===== src/rtl/ole_pkg.sv =====
// ----------------------------------------------------------------------------
// ole_pkg
// Shared widths, operation and status codes, and cell control types for the
// ordered list engine.
// ----------------------------------------------------------------------------
package ole_pkg;

  localparam int OP_W    = 3;
  localparam int POS_W   = 6;
  localparam int ELEM_W  = 32;
  localparam int RDVAL_W = 32;
  localparam int CNT_W   = 7;
  localparam int STAT_W  = 2;

  localparam logic [OP_W-1:0] OP_APPEND       = 3'd0;
  localparam logic [OP_W-1:0] OP_INSERT       = 3'd1;
  localparam logic [OP_W-1:0] OP_REMOVE_MATCH = 3'd2;
  localparam logic [OP_W-1:0] OP_REMOVE_AT    = 3'd3;
  localparam logic [OP_W-1:0] OP_READ         = 3'd4;

  localparam logic [STAT_W-1:0] ST_OK       = 2'd0;
  localparam logic [STAT_W-1:0] ST_FULL     = 2'd1;
  localparam logic [STAT_W-1:0] ST_RANGE    = 2'd2;
  localparam logic [STAT_W-1:0] ST_NOTFOUND = 2'd3;

  typedef enum logic [1:0] {
    M_HOLD,
    M_OPEN,
    M_CLOSE_AT,
    M_CLOSE_MATCH
  } cell_mode_t;

  typedef struct packed {
    logic       capture;
    cell_mode_t mode;
  } cell_ctl_t;

endpackage


===== src/rtl/ole_cell.sv =====
// ----------------------------------------------------------------------------
// ole_cell
// One list slot: holds an entry, flags a match against the request word and
// shifts toward either neighbor on insert or remove.
// ----------------------------------------------------------------------------
module ole_cell import ole_pkg::*; #(
  parameter int IDX = 0,
  parameter int VW  = 32,
  parameter int IW  = 6,
  parameter int CW  = 7
) (
  input  logic          clk,
  input  cell_ctl_t     ctl,
  input  logic [VW-1:0] val,
  input  logic [VW-1:0] left,
  input  logic [VW-1:0] right,
  input  logic [IW-1:0] pivot,
  input  logic [CW-1:0] count,
  input  logic          seen_in,
  output logic          seen_out,
  output logic [VW-1:0] data
);

  localparam logic [IW-1:0] MY_PIV = IW'(IDX);
  localparam logic [CW-1:0] MY_IDX = CW'(IDX);

  logic [VW-1:0] data_r;
  logic [VW-1:0] data_nxt;
  logic          match_r;

  assign seen_out = seen_in | match_r;
  assign data     = data_r;

  always_comb begin
    data_nxt = data_r;
    case (ctl.mode)
      M_OPEN: begin
        if (MY_PIV > pivot) begin
          data_nxt = left;
        end else if (MY_PIV == pivot) begin
          data_nxt = val;
        end
      end
      M_CLOSE_AT: begin
        if (MY_PIV >= pivot) begin
          data_nxt = right;
        end
      end
      M_CLOSE_MATCH: begin
        if (seen_out) begin
          data_nxt = right;
        end
      end
      default: data_nxt = data_r;
    endcase
  end

  always_ff @(posedge clk) begin
    data_r <= data_nxt;
    if (ctl.capture) begin
      match_r <= (data_r == val) && (MY_IDX < count);
    end
  end

endmodule


===== config.mk =====
export PLATFORM = sky130hd
export DESIGN_NAME = ole_cell
export DESIGN_NICKNAME = d
export VERILOG_FILES = /design/src/rtl/ole_pkg.sv /design/src/rtl/ole_cell.sv
export SDC_FILE = /design/constraint.sdc
export NUM_CORES = 1
export LEC_CHECK = 0
export BUFFER_PORTS_ARGS = -buffer_cell sky130_fd_sc_hd__buf_2
export CORE_ASPECT_RATIO = 2
export CORE_MARGIN = 1.5
export CORE_UTILIZATION = 35
export DETAILED_ROUTE_END_ITERATION = 16
export PLACE_DENSITY = 0.88
export RECOVER_POWER = 100
export SLEW_MARGIN = 40
export SYNTH_ARGS = -nofsm -noshare
export SYNTH_HDL_FRONTEND = slang
export SYNTH_SLANG_ARGS = --single-unit

===== constraint.sdc =====
create_clock -name clk -period 2.4 [get_ports clk]
set_input_delay 0 -clock clk [delete_from_list [all_inputs] [get_ports clk]]
set_output_delay 0 -clock clk [all_outputs]
set_load 0.01 [all_outputs]

==> impl_metrics.yaml, run 1 <==
status:
  status: "finished, final reports clean"
floorplanning:
  ioPinCount: 147
  die-width_um: 53.89
  die-area_um2: 5647
  initial_core_util: 0.3693
  num_rows: 36
  core-area_um2: 4910
  fp.dieH_um: 104.8
critical_path:
  crit_type: "in2reg"
  reg2reg_setup_slack_ps: 680
  crit_arrival_ps: 1880
  cp_max_fo: 13
  reg2reg_to: "match_r$_DFFE_PP_"
  cp-start-kind: "input port"
  reg2regPathDepth: 4
  critical_path_required_ps: 2380
  r2r-start: "data[23]$_DFFE_PP_"
  critical_path.endpoint_type: "flip-flop"
clock_tree:
  cts_tree: "built"
  clock_sinks: 33
  clock_latency_ps: 270
  path_clk_slew_ps: 70
  cts_max_path_buffers: 2
  cts_max_level: 2
  numCtsBuffers: 5
  cts_root_buf: "clkbuf_8"
  post-cts-setup-buffers: 0
detailed_routing:
  ant_nets: 0
  drt-met1-wl_um: 1412
  drcViolationCount: 0
  dr_wl_met2_um: 2644
  num_vias: 1453
  routed.top_layer: "met4"
  wl_met3_um: 276
  vias_per_cell: 4.827
  wl_per_cell_um: 14.72
  drt-total-wl_um: 4432
  drt_iter0_markers: 16
  drtPass1Iterations: 4
global_routing:
  grt_pass1_vias: 1595
  grt_first_pass_wirelength_um: 6686
  grt_max_degree: 24
  overflow: 0
  track_usage: 0.1639
  antenna_found_initial: 0
sta:
  fmaxAchievable_ghz: 0.5246
  setup_viol: 0
  tightest_slew_ps: 1231
  fin_crit_sh: 0.7942
  skew_ps: 5.496
  min_period_ps: 1906
  hold_viol_final: 0
  rsz0062_at_grt: "false"
  hold_ws_ps: 22.95
  fin_setup_tns_ps: 0
  relSlewSlack: 0.1794
  slew_violations: 0
  final.setup.worst_slack_ps: 494.0
pwr:
  p_leak_nw: 0.9998
  p_total_mw: 1.294
  power_density_nw_per_um2: 515.9
  worst_ir_drop_vdd_mv: 0.5059
hold_path:
  min_from: "right[24]"
  worstHoldEndpoint: "data[24]$_DFFE_PP_"
  min_path_cells: 2
  hp-class: "in2reg"
yosys:
  synth_edf_count: 33
  synthArstFlopShare: 0
  yosys_warnings: 0
  synth_compound_gate_area_share: 0.02277
  avgSynthCellArea_um2: 14.86
  ys_seq_elements: 33
  synth.most_common_cell: "edfxtp_1"
  synth.top_cells.by_area: "edfxtp_1, mux2_2, xor2_1, nor4_2, xnor2_1"
  synth_top_area_cell: "edfxtp_1"
  syn_nets: 236
  synth_top_family_by_area: "multiplexers"
  synthXorXnorAreaFrac: 0.1546
  synth.top_cell.area_share: 0.5466
  muxShareOfSynthArea: 0.1988
  synth.cells.most_frequent: "edfxtp_1, mux2_2, xor2_1"
  ys.flop_type: "edfxtp_1"
  syn-instance-count: 122
  synthSimpleGateAreaFrac: 0.06694
  ys_seq_area_frac: 0.5466
  synthAdderAreaFrac: 0
  synthDistinctLibCells: 18
  synth_area_um2: 1813
placement:
  place_ws_ps: 614.5
  portBuffers: 114
  dp.cells: 292
  dpl.hpwl_um: 3775
  place_area_um2: 2485
  gp_congestion: 0.7653
layout:
  drive_gt1_frac: 0.5123
  nNetsFinal: 357
  stdcell_count: 301
  syn_to_final_growth_pct: 38.37
  diodes: 0
  stdcell_area_um2: 2509
  final_util: 0.5110
flow_run:
  maxCapViolCount: 0
-- logic make-up (layout without fill, tap and decap cells) --
group	after synthesis	in the layout
xor gates and xnor gates	32	32
buffers and inverters	4	126
DFF	33	33
muxes	32	32
and+or+nand+nor	17	17
AOI/OAI and AO/OA	4	4
-- worst max path at each step --
stage                        from                  to  slack [ps]  cells past startpoint
3_5_place_dp   data[23]$_DFFE_PP_   match_r$_DFFE_PP_         610                      4
3_3_place_gp             pivot[5]  data[22]$_DFFE_PP_         300                      5
5_1_grt                  pivot[5]  data[23]$_DFFE_PP_         340                      6
6_report                 pivot[5]  data[23]$_DFFE_PP_         490                      6
2_1_floorplan            pivot[5]   data[0]$_DFFE_PP_         390                      4
4_1_cts        data[23]$_DFFE_PP_   match_r$_DFFE_PP_         600                      4
-- registers in the layout (all words and copies together) (netlist names) --
| name | flops |
|---|---|
| data | 32 |
| match_r | 1 |
-- timing repair --
action	4_1_cts	5_1_grt
hold buffers	1	0
endpoints found under the hold margin	1	0
gates resized for setup	0	0
-- critical path: stages --
cell     delay (ps)
buf_2            90
or4_1           570
nor3_1          170
nand2_1          80
o21ai_1         710
buf_8           250
-- layer usage --
layer	up-vias	GRT usage
li1	701	-
met4	0	0.06777
met2	76	0.3214
met3	8	0.03143
met1	668	0.1446
met5	-	0
-- placed cells by master (no fill, tap or decap), drive strengths merged --
cell / synthesis / routed
a2111oi: 1 / 1
buf: 3 / 82
clkbuf: 1 / 40
clkinv: 0 / 3
dlygate4sd3: 0 / 1
edfxtp: 33 / 33
mux2: 32 / 32
nand2: 2 / 2
nand3: 1 / 1
nand4: 2 / 2
nor3: 2 / 2
nor4: 8 / 8
o21ai: 2 / 2
o41ai: 1 / 1
or2: 1 / 1
or4: 1 / 1
xnor2: 4 / 4
xor2: 28 / 28
-- power breakdown --
part	total [mW]	internal (mW)	switching [mW]
combinational	0.230	0.125	0.105
sequential	0.684	0.669	0.0148
clock	0.380	0.195	0.185
total	1.29	0.989	0.305
-- area by class of cell --
cell class / instances / area, µm²
flip-flops and latches: 33 / 991.0
repair buffers: 118 / 571.8
fillers: 462 / 2401
clock buffers: 5 / 68.82
well taps: 57 / 71.32
clock inverters: 3 / 12.51
multi-input cells: 85 / 793.3
Power figures use the tool's default switching activity.
==> inputs of run 2 (changes only) <==
==> constraint.sdc (replaced) <==
create_clock -name clk -period 1.63 [get_ports clk]
set_input_delay 0 -clock clk [delete_from_list [all_inputs] [get_ports clk]]
set_output_delay 0 -clock clk [all_outputs]
set_load 0.01 [all_outputs]
==> impl_metrics.yaml, run 2 (synthesized netlist as in run 1, its figures left out) <==
sta:
  relSlewSlack: 0.5549
  fmaxAchievable_ghz: 0.6433
  skew_ps: 5.737
  fin_setup_tns_ps: 0
  fin_crit_sh: 0.9537
  rsz0062_at_grt: "true"
  setup_viol: 0
  min_period_ps: 1554
  hold_viol_final: 0
  tightest_slew_ps: 667.6
  slew_violations: 0
clock_tree:
  cts_max_path_buffers: 2
  post-cts-setup-buffers: 0
  numCtsBuffers: 5
  cts_max_level: 2
  clock_latency_ps: 280
  path_clk_slew_ps: 70
  clock_sinks: 33
  cts_root_buf: "clkbuf_8"
  cts_tree: "built"
critical_path:
  cp_max_fo: 2
  reg2regPathDepth: 4
  crit_type: "reg2reg"
  reg2reg_to: "match_r$_DFFE_PP_"
  critical_path.endpoint_type: "flip-flop"
  path_buf_inv: 0
  path_delay_family: "simple AND/OR/NAND/NOR gates"
  crit_arrival_ps: 1640
  critical_path_required_ps: 1710
  r2r-start: "data[7]$_DFFE_PP_"
  cp-start-kind: "flip-flop"
  worstPathCellList: "xor2_1 -> nor4_2 -> nand3_1 -> a2111oi_2"
  reg2reg_setup_slack_ps: 80
  slowest_delay_ps: 410
  crit_cells: 4
  crit_slowest_cell: "edfxtp_1"
global_routing:
  overflow: 0
  antenna_found_initial: 0
  grt_pass1_vias: 1605
  grt_max_degree: 25
  track_usage: 0.1735
  grt_first_pass_wirelength_um: 6941
layout:
  nNetsFinal: 358
  mostFrequentLayoutCell: "buf_2"
  syn_to_final_growth_pct: 42.72
  layout_common_cells: "buf_2, edfxtp_1, mux2_2"
  stdcell_area_um2: 2587
  final_util: 0.5270
  largest_reg_flops: 32
  drive_gt1_frac: 0.6122
  num-fill-cells: 473
  diodes: 0
  stdcell_count: 302
pwr:
  power_density_nw_per_um2: 750.0
  p_leak_nw: 1.063
  p_total_mw: 1.941
  worst_ir_drop_vdd_mv: 0.7506
detailed_routing:
  dr_wl_met2_um: 2649
  wl_per_cell_um: 15.01
  drt-total-wl_um: 4533
  drt_iter0_markers: 25
  vias_per_cell: 4.877
  drcViolationCount: 0
  ant_nets: 0
  num_vias: 1473
  wl_met3_um: 320
  routed.top_layer: "met4"
  drt-met1-wl_um: 1437
  drtPass1Iterations: 4
placement:
  dpl.hpwl_um: 3792
  place_area_um2: 2520
  portBuffers: 114
  gp_congestion: 0.7807
  dp.cells: 293
status:
  status: "finished, final reports clean"
floorplanning:
  die-width_um: 53.89
  core-area_um2: 4910
  initial_core_util: 0.3693
  ioPinCount: 147
  num_rows: 36
  fp.dieH_um: 104.8
  die-area_um2: 5647
hold_path:
  hp-class: "in2reg"
  min_path_cells: 2
  min_from: "right[14]"
  worstHoldEndpoint: "data[14]$_DFFE_PP_"
flow_run:
  maxCapViolCount: 0
==> run 2: final cells by class <==
class | instances | area [µm²] | share of cell area
sequential | 33 | 991.0 | 0.3830
multi-input combinational | 85 | 832.0 | 0.3216
timing repair buffer | 119 | 610.6 | 0.2360
clock buffer | 6 | 72.57 | 0.02805
tap | 57 | 71.32 | 0.02756
clock inverter | 2 | 10.01 | 0.003868
==> run 2: how the worst max path moves through the flow <==
stage               slack [ps]          startpoint                end
global route               -10  data[23]$_DFFE_PP_  match_r$_DFFE_PP_
finish                      80   data[7]$_DFFE_PP_  match_r$_DFFE_PP_
global placement            20  data[13]$_DFFE_PP_  match_r$_DFFE_PP_
detailed placement          -2  data[20]$_DFFE_PP_  match_r$_DFFE_PP_
CTS                        0.4   data[4]$_DFFE_PP_  match_r$_DFFE_PP_
floorplan                 -100            pivot[5]  data[0]$_DFFE_PP_
==> run 2: routing by layer <==
layer	GRT usage	vias to the layer above
li1	-	711
met1	0.1595	681
met2	0.3275	72
met3	0.03714	9
met4	0.08059	0
met5	0	-
==> run 2: what timing repair did <==
action	4_1_cts	5_1_grt
endpoints found under the hold margin	1	0
setup endpoints to repair	1	1
pin swaps	3	5
hold buffers	1	0
gates resized for setup	1	1
==> run 2: through the flow <==
step	setup slack (ps)	hold slack, ps
2_1_floorplan	-98.59	104.4
3_3_place_gp	21.42	199.6
3_5_place_dp	-1.746	199.6
4_1_cts	0.4302	3.157
5_1_grt	-12.33	7.231
6_report	75.53	15.48
==> run 2: worst reg2reg max path, delay by kind of cell (launching register included) <==
| family | cells | cell delay [ps] |
|---|---|---|
| compound gates | 1 | 310 |
| flops | 1 | 410 |
| simple gates | 2 | 460 |
| xor+xnor | 1 | 170 |
==> run 2: where the power goes <==
| group | internal (mW) | switching [mW] |
|---|---|---|
| registers | 0.985 | 0.0216 |
| clock network | 0.295 | 0.282 |
| logic | 0.195 | 0.162 |
| total | 1.47 | 0.466 |
==> inputs of run 3 (changes only) <==
--- a/config.mk
+++ b/config.mk
@@ -7,10 +7,10 @@
 export LEC_CHECK = 0
 export BUFFER_PORTS_ARGS = -buffer_cell sky130_fd_sc_hd__buf_2
 export CORE_ASPECT_RATIO = 2
-export CORE_MARGIN = 1.5
+export CORE_MARGIN = 2
 export CORE_UTILIZATION = 35
 export DETAILED_ROUTE_END_ITERATION = 16
-export PLACE_DENSITY = 0.88
+export PLACE_DENSITY = 0.77
 export RECOVER_POWER = 100
 export SLEW_MARGIN = 40
 export SYNTH_ARGS = -nofsm -noshare
==> impl_metrics.yaml, run 3 (synthesized netlist as in run 1, its figures left out) <==
placement:
  place_ws_ps: -7.759
  portBuffers: 114
  dp.cells: 294
  dpl.hpwl_um: 3270
  gp_congestion: 0.6482
hold_path:
  min_path_cells: 2
  hp-class: "in2reg"
sta:
  fmaxAchievable_ghz: 0.6389
  relSlewSlack: 0.4137
  hold_viol_final: 0
  rsz0062_at_grt: "false"
  fin_crit_sh: 0.9602
  tightest_slew_ps: 879.5
  final.setup.worst_slack_ps: 64.81
  setup_viol: 0
  hold_ws_ps: 22.01
  fin_setup_tns_ps: 0
  slew_violations: 0
  skew_ps: 3.804
  min_period_ps: 1565
critical_path:
  reg2reg_setup_slack_ps: 60
  startpoint: "data[22]$_DFFE_PP_"
  reg2regPathDepth: 4
  crit_arrival_ps: 1660
  reg2reg_to: "match_r$_DFFE_PP_"
  cp-start-kind: "flip-flop"
  critical_path_required_ps: 1720
  r2r-start: "data[22]$_DFFE_PP_"
  critical_path.endpoint_type: "flip-flop"
  crit_type: "reg2reg"
  cp_max_fo: 2
  crit_path_end: "match_r$_DFFE_PP_"
layout:
  largest_reg_flops: 32
  syn_to_final_growth_pct: 41.13
  drive_gt1_frac: 0.5429
  final_util: 0.5071
  diodes: 0
  stdcell_count: 303
  mostFrequentLayoutCell: "buf_2"
  layout_common_cells: "buf_2, clkbuf_1, edfxtp_1"
  nNetsFinal: 358
clock_tree:
  cts_root_buf: "clkbuf_8"
  clock_latency_ps: 270
  cts_max_path_buffers: 2
  numCtsBuffers: 5
  post-cts-setup-buffers: 0
  cts_max_level: 2
  clock_sinks: 33
  cts_tree: "built"
  path_clk_slew_ps: 60
floorplanning:
  core-area_um2: 5046
  fp.dieH_um: 105.8
  initial_core_util: 0.3593
  ioPinCount: 147
  num_rows: 37
  die-width_um: 54.89
  die-area_um2: 5806
detailed_routing:
  num_vias: 1436
  vias_per_cell: 4.739
  wl_per_cell_um: 13.35
  drt_iter0_markers: 6
  ant_nets: 0
  drt-total-wl_um: 4046
  drcViolationCount: 0
  drtPass1Iterations: 3
global_routing:
  overflow: 0
  track_usage: 0.1412
  grt_max_degree: 33
  grt_first_pass_wirelength_um: 5906
  grt_pass1_vias: 1438
  antenna_found_initial: 0
pwr:
  power_density_nw_per_um2: 751.4
  p_leak_nw: 1.018
  worst_ir_drop_vdd_mv: 0.6827
flow_run:
  maxCapViolCount: 0
status:
  status: "finished, final reports clean"
## run 3: cell count changes in the layout (fill, tap and decap cells not counted), sizes merged
cell,delta
clkbuf,+15
buf,-13
clkinv,-2
## run 3: where the power goes
part | internal [mW] | switching [mW]
sequential | 0.985 | 0.0211
combinational | 0.188 | 0.156
clock | 0.303 | 0.269
total | 1.48 | 0.447
## run 3: critical path: stages, from the launching register on
cell and delay (ps):
edfxtp_1 400, xor2_1 170, nor4_2 310, nand3_1 200
a2111oi_4 300
## run 3: worst min-delay path by stage
| stage | to | from |
|---|---|---|
| after CTS | data[15]$_DFFE_PP_ | right[15] |
| after global placement | match_r$_DFFE_PP_ | ctl[2] |
| after global routing | data[15]$_DFFE_PP_ | right[15] |
| after floorplan | seen_out | seen_in |
| after detailed placement | match_r$_DFFE_PP_ | ctl[2] |
| final | data[24]$_DFFE_PP_ | right[24] |
## run 3: area by class of cell
class                           instances  area (µm²)
Fill cell                             465        2487
Sequential cell                        33       991.0
Multi-Input combinational cell         85       827.0
Timing Repair Buffer                  119       588.1
Clock buffer                            8       80.08
Tap cell                               58       72.57
## run 3: per-layer routing
| metal | global-route usage | part of all wire |
|---|---|---|
| met5 | 0 | 0 |
| met3 | 0.04958 | 0.13 |
| met2 | 0.2398 | 0.45 |
| met1 | 0.1472 | 0.40 |
| met4 | 0.06272 | 0.018 |
## run 3: per-stage QoR
| stage | total power [mW] | cell area, µm² |
|---|---|---|
| floorplan | 1.197 | 1829 |
| global placement | 1.369 | 2509 |
| detailed placement | 1.381 | 2509 |
| CTS | 1.969 | 2599 |
| global route | 2.017 | 2559 |
| finish | 1.923 | 2559 |
## run 3: repair_timing
| item | CTS | global route |
|---|---|---|
| hold buffers | 1 | 0 |
| resized for setup | 0 | 2 |
| pin swaps | 3 | 4 |
| endpoints found under the hold margin | 1 | 0 |
| setup endpoints to repair | 1 | 1 |
